### src/design/first_free_handle_table_unit_defines.svh
// Assertion macros for the first-free handle table unit.
// Used by the top level; depends on nothing else.
`ifndef FIRST_FREE_HANDLE_TABLE_UNIT_DEFINES_SVH
`define FIRST_FREE_HANDLE_TABLE_UNIT_DEFINES_SVH
`ifndef SYNTHESIS
// Plain property checked on every rising clock edge outside reset.
`define FFHT_ASSERT(lbl, clk, rst_n, prop, msg) \
	lbl: assert property (@(posedge clk) disable iff (!rst_n) (prop)) else $error(msg);
// Same-cycle implication checked outside reset.
`define FFHT_ASSERT_IMP(lbl, clk, rst_n, ante, cons, msg) \
	lbl: assert property (@(posedge clk) disable iff (!rst_n) (ante) |-> (cons)) \
		else $error(msg);
// Next-cycle implication checked outside reset.
`define FFHT_ASSERT_NEXT(lbl, clk, rst_n, ante, cons, msg) \
	lbl: assert property (@(posedge clk) disable iff (!rst_n) (ante) |=> (cons)) \
		else $error(msg);
`else
`define FFHT_ASSERT(lbl, clk, rst_n, prop, msg)
`define FFHT_ASSERT_IMP(lbl, clk, rst_n, ante, cons, msg)
`define FFHT_ASSERT_NEXT(lbl, clk, rst_n, ante, cons, msg)
`endif
`endif

### src/design/ffht_pkg.sv
// Shared types and constants of the first-free handle table unit.
// Depends on nothing; used by every module of the block but ffht_ram.
package ffht_pkg;

	localparam int TABLE_DEPTH_DEF = 16;
	localparam int ENTRY_WIDTH_DEF = 32;

	localparam logic [1:0] ACT_ALLOC   = 2'd0;
	localparam logic [1:0] ACT_GET     = 2'd1;
	localparam logic [1:0] ACT_RELEASE = 2'd2;
	localparam logic [1:0] ACT_QUERY   = 2'd3;

	localparam logic [1:0] ST_OK    = 2'd0;
	localparam logic [1:0] ST_FULL  = 2'd1;
	localparam logic [1:0] ST_RANGE = 2'd2;
	localparam logic [1:0] ST_EMPTY = 2'd3;

	typedef struct packed {
		logic [1:0]  action;
		logic [7:0]  slot_number;
		logic [31:0] object_word;
	} ffht_req_t;

	typedef struct packed {
		logic [3:0]  granted_slot;
		logic [31:0] read_word;
		logic [1:0]  status;
		logic        table_empty;
	} ffht_rsp_t;

	// Commands from the controller to the datapath.
	typedef struct packed {
		logic accept;
		logic load_rsp;
	} ffht_cmd_t;

endpackage

### src/design/first_free_handle_table_unit.sv
// First-free handle table. The table holds TABLE_DEPTH entries of ENTRY_WIDTH
// bits, and an entry of zero is a free slot. An alloc beat stores its object
// word in the lowest free slot and returns that slot (status full when no slot
// is free); a get beat returns the word of a slot; a release beat frees a slot;
// a query beat only reports emptiness. Every result beat says whether the table
// is empty after the request. In the cycle a request is accepted the occupancy
// bits are searched and updated and the entry RAM is written or read, and in the
// next cycle the registered RAM read data completes the result, which is then
// loaded into the output register once that register is free. A new request is
// accepted only after the previous result has been loaded into the output
// register, even while that result still sits there; the new result then waits
// until that one is taken. Occupancy is kept in flip-flops cleared by reset, so
// the table is usable right after reset with no clearing pass. Reset is
// asynchronous, active low.
`include "first_free_handle_table_unit_defines.svh"

module first_free_handle_table_unit #(
	parameter int TABLE_DEPTH = ffht_pkg::TABLE_DEPTH_DEF,
	parameter int ENTRY_WIDTH = ffht_pkg::ENTRY_WIDTH_DEF
) (
	input  logic                clk,
	input  logic                arst_n,
	input  logic                req_valid,
	output logic                req_ready,
	input  ffht_pkg::ffht_req_t req,
	output logic                rsp_valid,
	input  logic                rsp_ready,
	output ffht_pkg::ffht_rsp_t rsp
);

	ffht_pkg::ffht_cmd_t cmd;

	// The controller sequences each request and owns the result valid flag.
	ffht_ctrl u_ctrl (
		.clk      (clk),
		.arst_n   (arst_n),
		.req_valid(req_valid),
		.req_ready(req_ready),
		.rsp_valid(rsp_valid),
		.rsp_ready(rsp_ready),
		.cmd      (cmd)
	);

	// The datapath holds the table, the occupancy bits and the output register.
	ffht_dp #(
		.TABLE_DEPTH(TABLE_DEPTH),
		.ENTRY_WIDTH(ENTRY_WIDTH)
	) u_dp (
		.clk   (clk),
		.arst_n(arst_n),
		.cmd   (cmd),
		.req   (req),
		.rsp   (rsp)
	);

	// A request is followed by a cycle in which no new request is taken.
	`FFHT_ASSERT_NEXT(a_one_in_flight, clk, arst_n, req_valid && req_ready, !req_ready,
		"request accepted while the previous one is still in progress")
	// A full table can never be empty.
	`FFHT_ASSERT_IMP(a_full_not_empty, clk, arst_n,
		rsp_valid && (rsp.status == ffht_pkg::ST_FULL), !rsp.table_empty,
		"table reported full and empty at once")
	// Only a successful request can grant a slot.
	`FFHT_ASSERT_IMP(a_grant_on_ok, clk, arst_n,
		rsp_valid && (rsp.status != ffht_pkg::ST_OK), rsp.granted_slot == 4'd0,
		"slot granted on a failed request")
	// An out-of-range slot never returns data.
	`FFHT_ASSERT_IMP(a_range_no_data, clk, arst_n,
		rsp_valid && (rsp.status == ffht_pkg::ST_RANGE), rsp.read_word == 32'd0,
		"data returned for an out-of-range slot")

endmodule

### src/design/ffht_ram.sv
// Generic single-write, single-read RAM with a registered read port.
// Depends on nothing.
module ffht_ram #(
	parameter int WIDTH = 32,
	parameter int DEPTH = 16
) (
	input  logic                                   clk,
	input  logic                                   we,
	input  logic [(DEPTH > 1 ? $clog2(DEPTH) : 1)-1:0] waddr,
	input  logic [WIDTH-1:0]                       wdata,
	input  logic                                   re,
	input  logic [(DEPTH > 1 ? $clog2(DEPTH) : 1)-1:0] raddr,
	output logic [WIDTH-1:0]                       rdata
);

	logic [WIDTH-1:0] mem_q [DEPTH];
	logic [WIDTH-1:0] rdata_q;

	always_ff @(posedge clk) begin
		if (we) begin
			mem_q[waddr] <= wdata;
		end
		if (re) begin
			rdata_q <= mem_q[raddr];
		end
	end

	assign rdata = rdata_q;

endmodule

### src/design/ffht_ctrl.sv
// Controller of the handle table: request/result sequencing and result valid.
// Depends on ffht_pkg.
module ffht_ctrl (
	input  logic              clk,
	input  logic              arst_n,
	input  logic              req_valid,
	output logic              req_ready,
	output logic              rsp_valid,
	input  logic              rsp_ready,
	output ffht_pkg::ffht_cmd_t cmd
);

	localparam logic ST_IDLE = 1'b0;
	localparam logic ST_RESP = 1'b1;

	logic state_q;
	logic rsp_valid_q;
	logic accept;
	logic load_rsp;

	assign req_ready = (state_q == ST_IDLE);
	assign accept    = req_valid && req_ready;
	// The result moves to the output register once that register is free.
	assign load_rsp  = (state_q == ST_RESP) && (!rsp_valid_q || rsp_ready);

	always_ff @(posedge clk or negedge arst_n) begin
		if (!arst_n) begin
			state_q     <= ST_IDLE;
			rsp_valid_q <= 1'b0;
		end else begin
			case (state_q)
				ST_IDLE: begin
					if (accept) begin
						state_q <= ST_RESP;
					end
				end
				ST_RESP: begin
					if (load_rsp) begin
						state_q <= ST_IDLE;
					end
				end
				default: begin
					state_q <= ST_IDLE;
				end
			endcase
			if (load_rsp) begin
				rsp_valid_q <= 1'b1;
			end else if (rsp_ready) begin
				rsp_valid_q <= 1'b0;
			end
		end
	end

	assign rsp_valid    = rsp_valid_q;
	assign cmd.accept   = accept;
	assign cmd.load_rsp = load_rsp;

endmodule

### src/design/ffht_dp.sv
// Datapath of the handle table: occupancy bits, first-free search, entry RAM,
// request result registers and the output register. Depends on ffht_pkg, ffht_ram.
module ffht_dp #(
	parameter int TABLE_DEPTH = ffht_pkg::TABLE_DEPTH_DEF,
	parameter int ENTRY_WIDTH = ffht_pkg::ENTRY_WIDTH_DEF
) (
	input  logic                clk,
	input  logic                arst_n,
	input  ffht_pkg::ffht_cmd_t cmd,
	input  ffht_pkg::ffht_req_t req,
	output ffht_pkg::ffht_rsp_t rsp
);

	localparam int IDX_W = (TABLE_DEPTH > 1) ? $clog2(TABLE_DEPTH) : 1;

	logic [TABLE_DEPTH-1:0] occ_q;
	logic [TABLE_DEPTH-1:0] occ_d;
	logic [IDX_W-1:0]       free_idx;
	logic                   any_free;
	logic [IDX_W-1:0]       slot_idx;
	logic                   slot_in_range;
	logic                   slot_used;
	logic [ENTRY_WIDTH-1:0] word;
	logic                   ram_we;
	logic                   ram_re;
	logic [ENTRY_WIDTH-1:0] ram_rdata;
	logic [3:0]             granted_d;
	logic [1:0]             status_d;

	logic [3:0]             granted_q;
	logic [1:0]             status_q;
	logic                   empty_q;
	logic                   rd_sel_q;
	ffht_pkg::ffht_rsp_t    rsp_q;

	// Lowest free slot: priority encoder over the occupancy bits.
	always_comb begin
		free_idx = '0;
		for (int i = TABLE_DEPTH - 1; i >= 0; i--) begin
			if (!occ_q[i]) begin
				free_idx = IDX_W'(i);
			end
		end
	end

	assign any_free      = ~&occ_q;
	assign slot_idx      = req.slot_number[IDX_W-1:0];
	assign slot_in_range = ({1'b0, req.slot_number} < 9'(TABLE_DEPTH));
	assign slot_used     = slot_in_range && occ_q[slot_idx];
	assign word          = ENTRY_WIDTH'(req.object_word);

	always_comb begin
		occ_d     = occ_q;
		granted_d = '0;
		status_d  = ffht_pkg::ST_OK;
		ram_we    = 1'b0;
		ram_re    = 1'b0;
		case (req.action)
			ffht_pkg::ACT_ALLOC: begin
				if (any_free) begin
					occ_d[free_idx] = |word;
					granted_d       = 4'(free_idx);
					ram_we          = cmd.accept;
				end else begin
					status_d = ffht_pkg::ST_FULL;
				end
			end
			ffht_pkg::ACT_GET: begin
				ram_re = cmd.accept && slot_used;
				if (!slot_in_range) begin
					status_d = ffht_pkg::ST_RANGE;
				end
			end
			ffht_pkg::ACT_RELEASE: begin
				if (!slot_in_range) begin
					status_d = ffht_pkg::ST_RANGE;
				end else if (!slot_used) begin
					status_d = ffht_pkg::ST_EMPTY;
				end else begin
					occ_d[slot_idx] = 1'b0;
				end
			end
			default: begin
			end
		endcase
	end

	ffht_ram #(
		.WIDTH(ENTRY_WIDTH),
		.DEPTH(TABLE_DEPTH)
	) u_ram (
		.clk  (clk),
		.we   (ram_we),
		.waddr(free_idx),
		.wdata(word),
		.re   (ram_re),
		.raddr(slot_idx),
		.rdata(ram_rdata)
	);

	always_ff @(posedge clk or negedge arst_n) begin
		if (!arst_n) begin
			occ_q <= '0;
		end else if (cmd.accept) begin
			occ_q <= occ_d;
		end
	end

	always_ff @(posedge clk) begin
		if (cmd.accept) begin
			granted_q <= granted_d;
			status_q  <= status_d;
			empty_q   <= ~|occ_d;
			rd_sel_q  <= (req.action == ffht_pkg::ACT_GET) && slot_used;
		end
		if (cmd.load_rsp) begin
			rsp_q.granted_slot <= granted_q;
			rsp_q.read_word    <= rd_sel_q ? 32'(ram_rdata) : 32'd0;
			rsp_q.status       <= status_q;
			rsp_q.table_empty  <= empty_q;
		end
	end

	assign rsp = rsp_q;

endmodule

### config.mk
export PLATFORM = sky130hd
export DESIGN_NAME = first_free_handle_table_unit
export DESIGN_NICKNAME = d
export VERILOG_FILES = /design/src/design/ffht_pkg.sv /design/src/design/first_free_handle_table_unit.sv /design/src/design/ffht_ram.sv /design/src/design/ffht_ctrl.sv /design/src/design/ffht_dp.sv
export VERILOG_INCLUDE_DIRS = /design/src /design/src/design
export SDC_FILE = /design/constraint.sdc
export NUM_CORES = 1
export LEC_CHECK = 0
export ABC_AREA = 1
export BUFFER_PORTS_ARGS = -buffer_cell sky130_fd_sc_hd__buf_2
export CORE_MARGIN = 4
export CORE_UTILIZATION = 28
export DETAILED_ROUTE_END_ITERATION = 10
export PLACE_DENSITY = 0.52
export SLEW_MARGIN = 20
export SYNTH_ARGS = -nofsm -noshare
export SYNTH_HDL_FRONTEND = slang
export SYNTH_SLANG_ARGS = --single-unit
### constraint.sdc
create_clock -name clk -period 6.8 [get_ports clk]
set_input_delay 1.36 -clock clk [delete_from_list [all_inputs] [get_ports clk]]
set_output_delay 1.36 -clock clk [all_outputs]
set_load 0.05 [all_outputs]
==> run metrics <==
chip height 298.2 µm; DRC viols 0; Clock Pin Slew Worst Setup and Hold Paths 0.06 ns; Via density 5.085; Finish-stage setup viols 0; post-route clock skew 0.02674 ns; synthesized flop and latch total 609; cell area after synthesis 0.02358 mm²; Core Region between 0.08 and 0.09 mm²; reg2reg start u_dp.occ_q[15]$_DFFE_PN0P_; port bufs 86; vias in the first global route 14480; Worst Setup SP req[32]; die width 298.2 µm; Final ANT Viol Nets 0; Max clock buf depth 3; Max-slew headroom 24.73%; floorplan row count 106; Worst Hold Class reg2reg; share of layout cells above drive strength 1 15.05%; synthesized net count approximately 1700; postcts setup bufs 0; H-tree lvl count 3; Initial Utilization 28.22%; largest net degree at the start of global routing 193; crit path launch type primary input; worst reg-to-reg setup slack 3.43 ns; DR vias 14470; crit path capture u_dp.u_ram.rdata[13]$_DFFE_PP_; Worst R2R Path Depth 16; most frequent cells in the layout edfxtp_1 (591), nand3_1 (299), a22oi_1 (132), a31oi_1 (128), nand2_1 (114); Fmax around 230 MHz; Seq/Total Area, Yosys ~77%; fin crit period about 4.4 ns; Largest stage delay, worst path 0.66 ns; CP arrival 4.62 ns; post-DP HPWL 35480 µm; TritonRoute pass-1 iters 5; die area 0.08893 mm²; GP Congestion 0.8453; Power Density 310.7 mW/mm²; RSZ-0062 raised after global routing no; slowest cell on the critical path buf_4; cells along the critical path buf_4, inv_4, buf_4, nand2_1, o221ai_1, nand2_1, nand4_1, nand2_1, nor4_2, buf_4; most common cell after layout, fill and taps aside edfxtp_1; Fin Setup TNS 0 ns; status complete, no violations; CTS Buf Count 66; FILL cells ~8100; crit end category register; clock net sink count 609; wire per inst 22.87 µm; largest area contributor in the netlist edfxtp_1; 1st-iter DRT viols 1231; Post-Route Utilization 33.04%; I/O pin count 87; WL final 65070 µm; Warnings, synthesis 0; gr usage total 14.30%; maxcap violations 0; Clk Latency, worst-skew pair 0.59 ns; Synth cell types 32; Worst VDD drop 0.1598 mV; Overflow after GRT 0; Setup WS pre-CTS 1.844 ns; CTS root buf clkbuf_16; final worst path period share roughly two thirds; final setup margin 2.383 ns; Slew @ Worst Pin ~1.1 ns; first-pass GRT wire length 96460 µm; initial antenna violation count 9; Avg Inst Size Synth 14.48 µm²; RR Endpoint u_dp.u_ram.mem_q[7][22]$_DFFE_PP_; fin. max-slew vios 0; Final #Nets about 1800; post-CTS sizing 0; Fin. Hold Viols 0; Synth top area share between 70% and 80%; CP Class in2reg; area delta synth->final 17.06%; TritonCTS clock tree built; hold_buf cts 0; Critical Path Fanout Max 66; top post-synthesis cells by area edfxtp_1 (75%), nand3_1 (6.3%), a22oi_1 (4.2%), a31oi_1 (3.4%), dfrtp_1 (1.9%); Lkg Pwr 0.008873 µW; Post-Syn Instances between 1500 and 2000; CP required 7.00 ns
-- worst max-delay path, delay by kind of cell --
family	cells	cell delay, ns
AND/OR/NAND/NOR	5	1.10
buffers and inverters	4	1.81
AO/OA/AOI/OAI	1	0.27
-- state kept, by name, indices dropped and copies added (netlist names) --
name              flops
u_dp.granted_q        4
u_dp.u_ram.rdata     32
u_dp.status_q         2
u_ctrl.rsp_valid      1
u_dp.occ_q           16
u_dp.u_ram.mem_q    512
u_dp.rsp             39
u_dp.empty_q          1
u_ctrl.state_q        1
u_dp.rd_sel_q         1
-- routing by layer --
| metal | global-route usage, % | wire length (µm) |
|---|---|---|
| met3 | 2.397 | 3493 |
| met1 | 19.81 | 29420 |
| met5 | 0 | 34 |
| met2 | 23.45 | 31100 |
| met4 | 3.675 | 1024 |
-- stage by stage --
stage / power, µW / area [µm²] / hold WS [ns] / std cells
after global routing: 8916 / 27600 / 0.4248 / 2841
final: 8578 / 27610 / 0.4213 / 2845
after CTS: 8670 / 27600 / 0.4243 / 2841
after global placement: 5116 / 25410 / 0.4049 / 2723
after detailed placement: 5117 / 25460 / 0.4093 / 2725
after floorplan: 4829 / 23580 / 0.4003 / 1629
-- Yosys cell counts, drive strengths merged --
cell type / n
buf: 5
clkbuf: 103
a22oi: 132
inv: 72
nor3: 6
nand4: 14
o21ai: 26
o31ai: 2
o311ai: 4
edfxtp: 591
nor2: 49
nand2: 126
a21oi: 4
nand3: 300
dfrtp: 18
nor4: 12
clkinv: 1
o221ai: 4
or4: 32
a31oi: 128
-- power breakdown --
group / internal [µW] / switching, µW / total (µW)
Sequential: 4220 / 73.9 / 4290
Combinational: 181 / 562 / 744
Clock: 2120 / 1430 / 3540
-- kinds of logic (layout without fill, tap and decap cells) --
kind of cell | Yosys count | in the layout | synth area share [%]
and+or+nand+nor | 539 | 539 | 11.28
other | 0 | 4 | 0
DFF | 609 | 609 | 77.17
buffers and inverters | 181 | 313 | 2.908
AOI/OAI and AO/OA | 300 | 300 | 8.643
-- worst min-delay path by stage --
stage	startpoint	to	slack, ns	cells past startpoint
6_report	u_dp.granted_q[0]$_SDFFCE_PP0P_	u_dp.rsp[35]$_DFFE_PP_	0.42	0
5_1_grt	u_dp.granted_q[1]$_SDFFCE_PP0P_	u_dp.rsp[36]$_DFFE_PP_	0.42	0
4_1_cts	u_dp.granted_q[1]$_SDFFCE_PP0P_	u_dp.rsp[36]$_DFFE_PP_	0.42	0
3_5_place_dp	u_dp.granted_q[1]$_SDFFCE_PP0P_	u_dp.rsp[36]$_DFFE_PP_	0.41	0
3_3_place_gp	u_dp.status_q[0]$_DFFE_PP_	u_dp.rsp[1]$_DFFE_PP_	0.40	0
2_1_floorplan	u_dp.empty_q$_DFFE_PP_	u_dp.rsp[0]$_DFFE_PP_	0.40	0
-- layout make-up --
cell class | count | area (µm²) | share of cell area [%]
diodes | 4 | 10.01 | 0.03626
clock inverters | 36 | 362.8 | 1.314
clock buffers | 80 | 1768 | 6.404
multi-input cells | 839 | 4847 | 17.56
inverters | 73 | 276.5 | 1.002
flip-flops and latches | 609 | 18200 | 65.92
well taps | 1080 | 1351 | 4.895
repair buffers | 124 | 792.0 | 2.869
No activity file was read; power rests on OpenSTA's default activity.
